--- config.mk ---
export PLATFORM = sky130hd
export DESIGN_NAME = bb3_ctrl
export DESIGN_NICKNAME = d
export VERILOG_FILES = /design/src/hw/rtl/bb3_pkg.sv /design/src/hw/rtl/bb3_ctrl.sv
export SDC_FILE = /design/constraint.sdc
export NUM_CORES = 1
export LEC_CHECK = 0
export ABC_AREA = 1
export BUFFER_PORTS_ARGS = -buffer_cell sky130_fd_sc_hd__buf_4
export CORE_MARGIN = 1.5
export CORE_UTILIZATION = 40
export CTS_CLUSTER_DIAMETER = 200
export CTS_CLUSTER_SIZE = 20
export DETAILED_ROUTE_END_ITERATION = 10
export SLEW_MARGIN = 20
export SYNTH_ARGS = -nofsm -noshare
export SYNTH_HDL_FRONTEND = slang
export SYNTH_SLANG_ARGS = --single-unit
--- constraint.sdc ---
create_clock -name clock -period 7.6 [get_ports clock]
set_clock_uncertainty 0.2 [all_clocks]
set_input_delay 0.38 -clock clock [delete_from_list [all_inputs] [get_ports clock]]
set_output_delay 0.38 -clock clock [all_outputs]
set_load 0.03 [all_outputs]
--- src/hw/rtl/bb3_pkg.sv ---
package bb3_pkg;
   localparam int MaxSide = 1024;
   localparam int SideW = 11;
   localparam int PixW = 16;
   localparam int PosW = 10;
   localparam int SumW = 20;

   typedef struct packed {
      logic [PixW-1:0] red;
      logic [PixW-1:0] green;
      logic [PixW-1:0] blue;
   } pix_type;

   typedef struct packed {
      logic [PosW-1:0] out_row;
      logic [PosW-1:0] out_col;
      logic [PixW-1:0] avg_red;
      logic [PixW-1:0] avg_green;
      logic [PixW-1:0] avg_blue;
      logic            run_last;
   } rsp_type;

   // controller to datapath
   typedef struct packed {
      logic       write_pix;
      logic       clear_acc;
      logic       rd_en;
      logic [1:0] rd_bank;
      logic [PosW+1:0] rd_col;
      logic       acc_en;
      logic       div_start;
   } cmd_type;

   // datapath to controller
   typedef struct packed {
      logic div_done;
   } sts_type;
endpackage

--- src/hw/rtl/bb3_ctrl.sv ---
module bb3_ctrl #(
   parameter int MAX_SIDE = bb3_pkg::MaxSide,
   parameter int CW = $clog2(MAX_SIDE)
) (
   input  logic                        clock,
   input  logic                        reset,
   input  logic                        csr_we,
   input  logic [bb3_pkg::SideW-1:0]   csr_wdata,
   input  logic                        in_valid,
   output logic                        in_ready,
   output logic                        out_valid,
   input  logic                        out_ready,
   output logic [bb3_pkg::PosW-1:0]    out_row,
   output logic [bb3_pkg::PosW-1:0]    out_col,
   output logic                        out_last,
   output bb3_pkg::cmd_type            cmd,
   output logic [1:0]                  wr_bank,
   output logic [CW-1:0]               wr_col,
   output logic [3:0]                  divisor,
   input  bb3_pkg::sts_type            sts
);
   localparam logic [2:0] SIdle = 3'd0, SRead = 3'd1, SDrain = 3'd2,
                          SDiv = 3'd3, SOut = 3'd4, SNext = 3'd5;
   localparam int PW = bb3_pkg::PosW + 2;

   logic [2:0] state_ff, state_in;
   logic [bb3_pkg::SideW-1:0] size_ff;
   logic [PW-1:0] n, r_ff, c_ff, i_ff, j_ff, ihi_ff, jlo_ff, jhi_ff;
   logic [PW-1:0] rr_ff, cc_ff, re, ce;
   logic [1:0] rb_ff, bank_ff [3];
   logic [3:0] drain_ff;
   logic [PW-1:0] r0, c0, il, ih, jl, jh;
   logic ihi_ok;
   logic ihi_in_ok;

   always_comb begin
      n = PW'(size_ff);
      if (size_ff == '0) n = PW'(1);
      if (PW'(size_ff) > PW'(MAX_SIDE)) n = PW'(MAX_SIDE);
      re = (i_ff + PW'(2) < n) ? i_ff + PW'(2) : n - PW'(1);
      ce = (j_ff + PW'(2) < n) ? j_ff + PW'(2) : n - PW'(1);
   end

   function automatic logic [1:0] bk(input logic [1:0] b, input logic [1:0] d);
      logic [2:0] t;
      t = {1'b0, b} + {1'b0, d};
      return (t >= 3'd3) ? 2'(t - 3'd3) : t[1:0];
   endfunction

   logic [3:0] rcnt, ccnt;
   always_comb begin
      rcnt = 4'(re - i_ff + PW'(1));
      ccnt = 4'(ce - j_ff + PW'(1));
      divisor = rcnt * ccnt;
   end

   assign in_ready = (state_ff == SIdle) && !csr_we;
   assign out_valid = (state_ff == SOut);
   assign out_row = i_ff[bb3_pkg::PosW-1:0];
   assign out_col = j_ff[bb3_pkg::PosW-1:0];
   assign out_last = (i_ff == ihi_ff) && (j_ff == jhi_ff);
   assign wr_bank = rb_ff;
   assign wr_col = c_ff[CW-1:0];

   always_comb begin
      state_in = state_ff;
      cmd = '0;
      cmd.rd_bank = bank_ff[2'(rr_ff - i_ff)];
      cmd.rd_col = cc_ff;
      unique case (state_ff)
         SIdle: if (in_valid && !csr_we) begin
            cmd.write_pix = 1'b1;
            cmd.clear_acc = 1'b1;
            state_in = (ihi_in_ok) ? SRead : SNext;
         end
         SRead: begin
            cmd.rd_en = 1'b1;
            cmd.acc_en = 1'b1;
            if (rr_ff == re && cc_ff == ce) state_in = SDrain;
         end
         SDrain: if (drain_ff == 4'd1) begin
            cmd.div_start = 1'b1;
            state_in = SDiv;
         end
         SDiv: if (sts.div_done) state_in = SOut;
         SOut: if (out_ready) begin
            cmd.clear_acc = 1'b1;
            state_in = out_last ? SNext : SRead;
         end
         SNext: state_in = SIdle;
         default: state_in = SIdle;
      endcase
   end

   // window ranges of the incoming pixel
   always_comb begin
      r0 = (r_ff >= n || c_ff >= n) ? '0 : r_ff;
      c0 = (r_ff >= n || c_ff >= n) ? '0 : c_ff;
      ihi_ok = 1'b1;
      if (r0 == n - PW'(1)) begin
         il = (r0 >= PW'(2)) ? r0 - PW'(2) : '0; ih = r0;
      end else if (r0 >= PW'(2)) begin
         il = r0 - PW'(2); ih = il;
      end else begin
         il = '0; ih = '0; ihi_ok = 1'b0;
      end
      if (c0 == n - PW'(1)) begin
         jl = (c0 >= PW'(2)) ? c0 - PW'(2) : '0; jh = c0;
      end else if (c0 >= PW'(2)) begin
         jl = c0 - PW'(2); jh = jl;
      end else begin
         jl = '0; jh = '0; ihi_ok = 1'b0;
      end
      ihi_in_ok = ihi_ok;
   end

   logic [1:0] rbank0;
   assign rbank0 = (r_ff >= n || c_ff >= n) ? 2'd0 : rb_ff;

   always_ff @(posedge clock) begin
      if (reset) begin
         state_ff <= SIdle;
         size_ff <= bb3_pkg::SideW'(64);
         r_ff <= '0; c_ff <= '0; rb_ff <= '0;
      end else begin
         state_ff <= state_in;
         if (csr_we) begin
            size_ff <= csr_wdata;
            r_ff <= '0; c_ff <= '0; rb_ff <= '0;
         end
         unique case (state_ff)
            SIdle: if (in_valid && !csr_we) begin
               r_ff <= r0; c_ff <= c0; rb_ff <= rbank0;
               ihi_ff <= ih; jlo_ff <= jl; jhi_ff <= jh;
               i_ff <= il; j_ff <= jl; rr_ff <= il; cc_ff <= jl;
               // banks of rows il, il+1, il+2 relative to the written row
               bank_ff[0] <= bk(rbank0, 2'(3'd3 - 3'(r0 - il)));
               bank_ff[1] <= bk(rbank0, 2'(3'd4 - 3'(r0 - il)));
               bank_ff[2] <= bk(rbank0, 2'(3'd5 - 3'(r0 - il)));
            end
            SRead: begin
               drain_ff <= 4'd2;
               if (cc_ff == ce) begin
                  cc_ff <= j_ff; rr_ff <= rr_ff + PW'(1);
               end else cc_ff <= cc_ff + PW'(1);
            end
            SDrain: drain_ff <= drain_ff - 4'd1;
            SOut: if (out_ready && !out_last) begin
               if (j_ff == jhi_ff) begin
                  j_ff <= jlo_ff; i_ff <= i_ff + PW'(1);
                  rr_ff <= i_ff + PW'(1); cc_ff <= jlo_ff;
                  bank_ff[0] <= bank_ff[1]; bank_ff[1] <= bank_ff[2];
                  bank_ff[2] <= bank_ff[0];
               end else begin
                  j_ff <= j_ff + PW'(1); rr_ff <= i_ff; cc_ff <= j_ff + PW'(1);
               end
            end
            SNext: if (!csr_we) begin
               if (c_ff + PW'(1) >= n) begin
                  c_ff <= '0;
                  if (r_ff + PW'(1) >= n) begin
                     r_ff <= '0; rb_ff <= '0;
                  end else begin
                     r_ff <= r_ff + PW'(1); rb_ff <= bk(rb_ff, 2'd1);
                  end
               end else c_ff <= c_ff + PW'(1);
            end
            default: ;
         endcase
      end
   end
endmodule

==> metrics.cfg <==
[yosys]
ys_top_cells_by_count=nand2_1 (338), inv_1 (220), nor2_1 (171), nand3_1 (125)
synth_nets=1776
synth_enable_flop_cells=94
synth_ff_type=edfxtp_1
ys_warn_count=0
async_flop_share_pct=0
synthCells=1658
synth_most_common_cell=nand2_1
postSynthAreaPerCell_um2=7.31
netlist_area_um2=12100
synth_top_area_share_pct=23.3
synth_area_leaders=edfxtp_1 (23%), nand2_1 (10%), ha_1 (9.9%)
ys_seq_elements=134
ys_types=55
synth_top_area_cell=edfxtp_1
seq_area_frac_synth_pct=29.9

[final_layout]
n_fill_cell=3006
antennaDiodeCount=0
final_area_um2=13400
fin_nets=1811
drive_gt1_share_pct=10.6
fin_cells=2096
areaGrowthSynthToFinish_pct=10.5

[sta]
hold_violations=0
setup_tns_ns=0
period_share_pct=93.2
slew_headroom_pct=26.9
finalCriticalPeriod_ns=7.08
setup_viol=0
rsz0062_at_grt=no
finalMaxSlewViolations=0
worst_pin_slew_ns=1.09
whs_ns=0.0215
fmax_mhz=141

[setup_path]
start_kind=flop
slowest_delay_ns=0.55
worstPathMaxFanout=16
cp_slowest_cell=edfxtp_1
worstSetupPathType=flop to output port
end_kind=output port
worst-r2r-cell-count=28
crit_top_cell=ha_1
worstPathRequired_ns=7.02
critical_path_arrival_ns=6.50

[floorplanning]
die_w_um=177
io_pins=75
fp-row-count=63
initial_core_util_pct=40.8
die_area_um2=31400
core_um2=29700
die_y_um=177

[power]
power_w=0.00521
p_leak_nw=6.23
power.density_nw_per_um2=389
peakVddDrop_mv=0.405

[cts]
clockRootBuffer=clkbuf_16
clock_latency_ns=0.45
post_cts_resized=0
numClockSinks=134
clkSlewWorstSetupHoldPaths_ns=0.07
cts_tree=built
htreeDepth=4
numCtsBuffers=17
cts_buffer_depth=2

[min_path]
hold_depth=3
hold_class=input pin to flop

[detailed_routing]
drt_drc_violations_left=0
drtPass1Iterations=5
wl_per_cell_um=18.7
ant_nets=0
routed-via-count=11290
drtIter0Drc=1084
routed_wl_um=39200
routed_via_density=5.39

[global_route]
overflow=0
antenna_found_initial=0
grt_use_total_pct=25.6
grt_first_pass_wirelength_um=60900
grt_max_degree=37
grt_pass1_vias=10730

[placed_design]
portBuffers=74
post_dp_cell_area_um2=12800
place_inst=2059
place_hpwl_um=30200
gp_congestion=0.960

[flow_run]
cap_violations=0

[status]
status=finished clean

timing repair:
| item | in CTS | in global routing |
|---|---|---|
| hold endpoints to repair | 4 | 0 |
| buffers inserted | 0 | 0 |
| hold buffers | 4 | 0 |
state kept, by name, summed over array words and instances (netlist names), 4 cells and up:
name,count
size_ff,11
r_ff,12
jlo_ff,12
c_ff,12
i_ff,12
ihi_ff,12
jhi_ff,12
j_ff,12
drain_ff,4
rr_ff,12
cc_ff,12
bank_ff,6
stage by stage:
step	setup WS (ns)	util (%)
after floorplan	1.87	-
after global placement	1.23	43.0
after detailed placement	1.06	43.0
after CTS	0.556	45.0
after global routing	0.0334	45.0
final	0.520	45.0
routing by layer:
metal | GRT usage [%] | share of wire [%] | vias to the layer above
met5 | 0 | 0 | -
met4 | 8.16 | 2.4 | 0
met3 | 3.84 | 7.4 | 56
met2 | 40.4 | 45 | 415
met1 | 35.6 | 45 | 5264
li1 | - | - | 5555
cells by family (layout without fill, tap and decap cells):
group	count (synthesis)	after routing	share of synthesized area, %
xor+xnor	112	112	8.28
compound gates	259	259	12.1
fa+ha+maj	101	101	10.7
simple gates	752	752	27.8
mux	2	2	0.186
buf+inv	298	346	11.0
flops	134	134	29.9
report_power, final:
group | internal [W] | switching, W
registers | 0.00105 | 0.000212
clock network | 0.000434 | 0.000377
logic | 0.00107 | 0.00206
cells in the final DEF, fill, tap and decap left out, types with 5 or more instances in the layout:
cell	Yosys	routed
a21oi_1	96	96
clkinv_4	0	5
inv_1	220	220
nor3_1	30	29
clkbuf_16	0	17
nand3_2	7	7
edfxtp_1	94	94
xor2_1	90	90
a31oi_1	6	6
buf_4	34	84
nor4_1	9	9
nand4_1	15	15
nand3b_1	7	7
o21ai_1	12	12
nand2_1	338	338
o21ai_0	87	87
nand2_2	19	19
nor2_1	171	169
nand3_1	125	125
or2_2	5	5
nor2_4	6	7
o211ai_1	31	31
dfxtp_1	40	40
fa_1	5	5
inv_6	0	6
xnor2_1	19	19
ha_1	96	96
path summary, 6_finish.rpt:
| check | from | to | slack [ns] |
|---|---|---|---|
| hold / removal | csr_wdata[3] | size_ff[3]$_SDFFE_PP0P_ | 0.02 |
| setup / recovery | j_ff[1]$_DFFE_PP_ | divisor[3] | 0.52 |
| setup reg to reg | size_ff[4]$_SDFFE_PP0P_ | bank_ff[0][1]$_DFFE_PP_ | 1.24 |
| hold reg to reg | wr_bank[1]$_SDFF_PP0_ | wr_bank[1]$_SDFF_PP0_ | 0.29 |
cell type report:
class                           instances  area [µm²]  area share (%)
Sequential cell                       134        3620            27.1
Multi-Input combinational cell       1226        7190            53.7
Clock inverter                         14         114           0.851
Tap cell                              390         488            3.65
Inverter                              225         845            6.31
Clock buffer                           18         439            3.28
Timing Repair Buffer                   89         691            5.16
worst max-delay path, delay by kind of cell, from the launching register on:
family | cells | cell delay, ns
DFF | 1 | 0.55
xor gates and xnor gates | 6 | 1.06
and+or+nand+nor | 9 | 1.44
AOI/OAI and AO/OA | 1 | 0.18
buffers and inverters | 6 | 0.50
adders and majority gates | 8 | 2.32
Power figures use the tool's default switching activity.
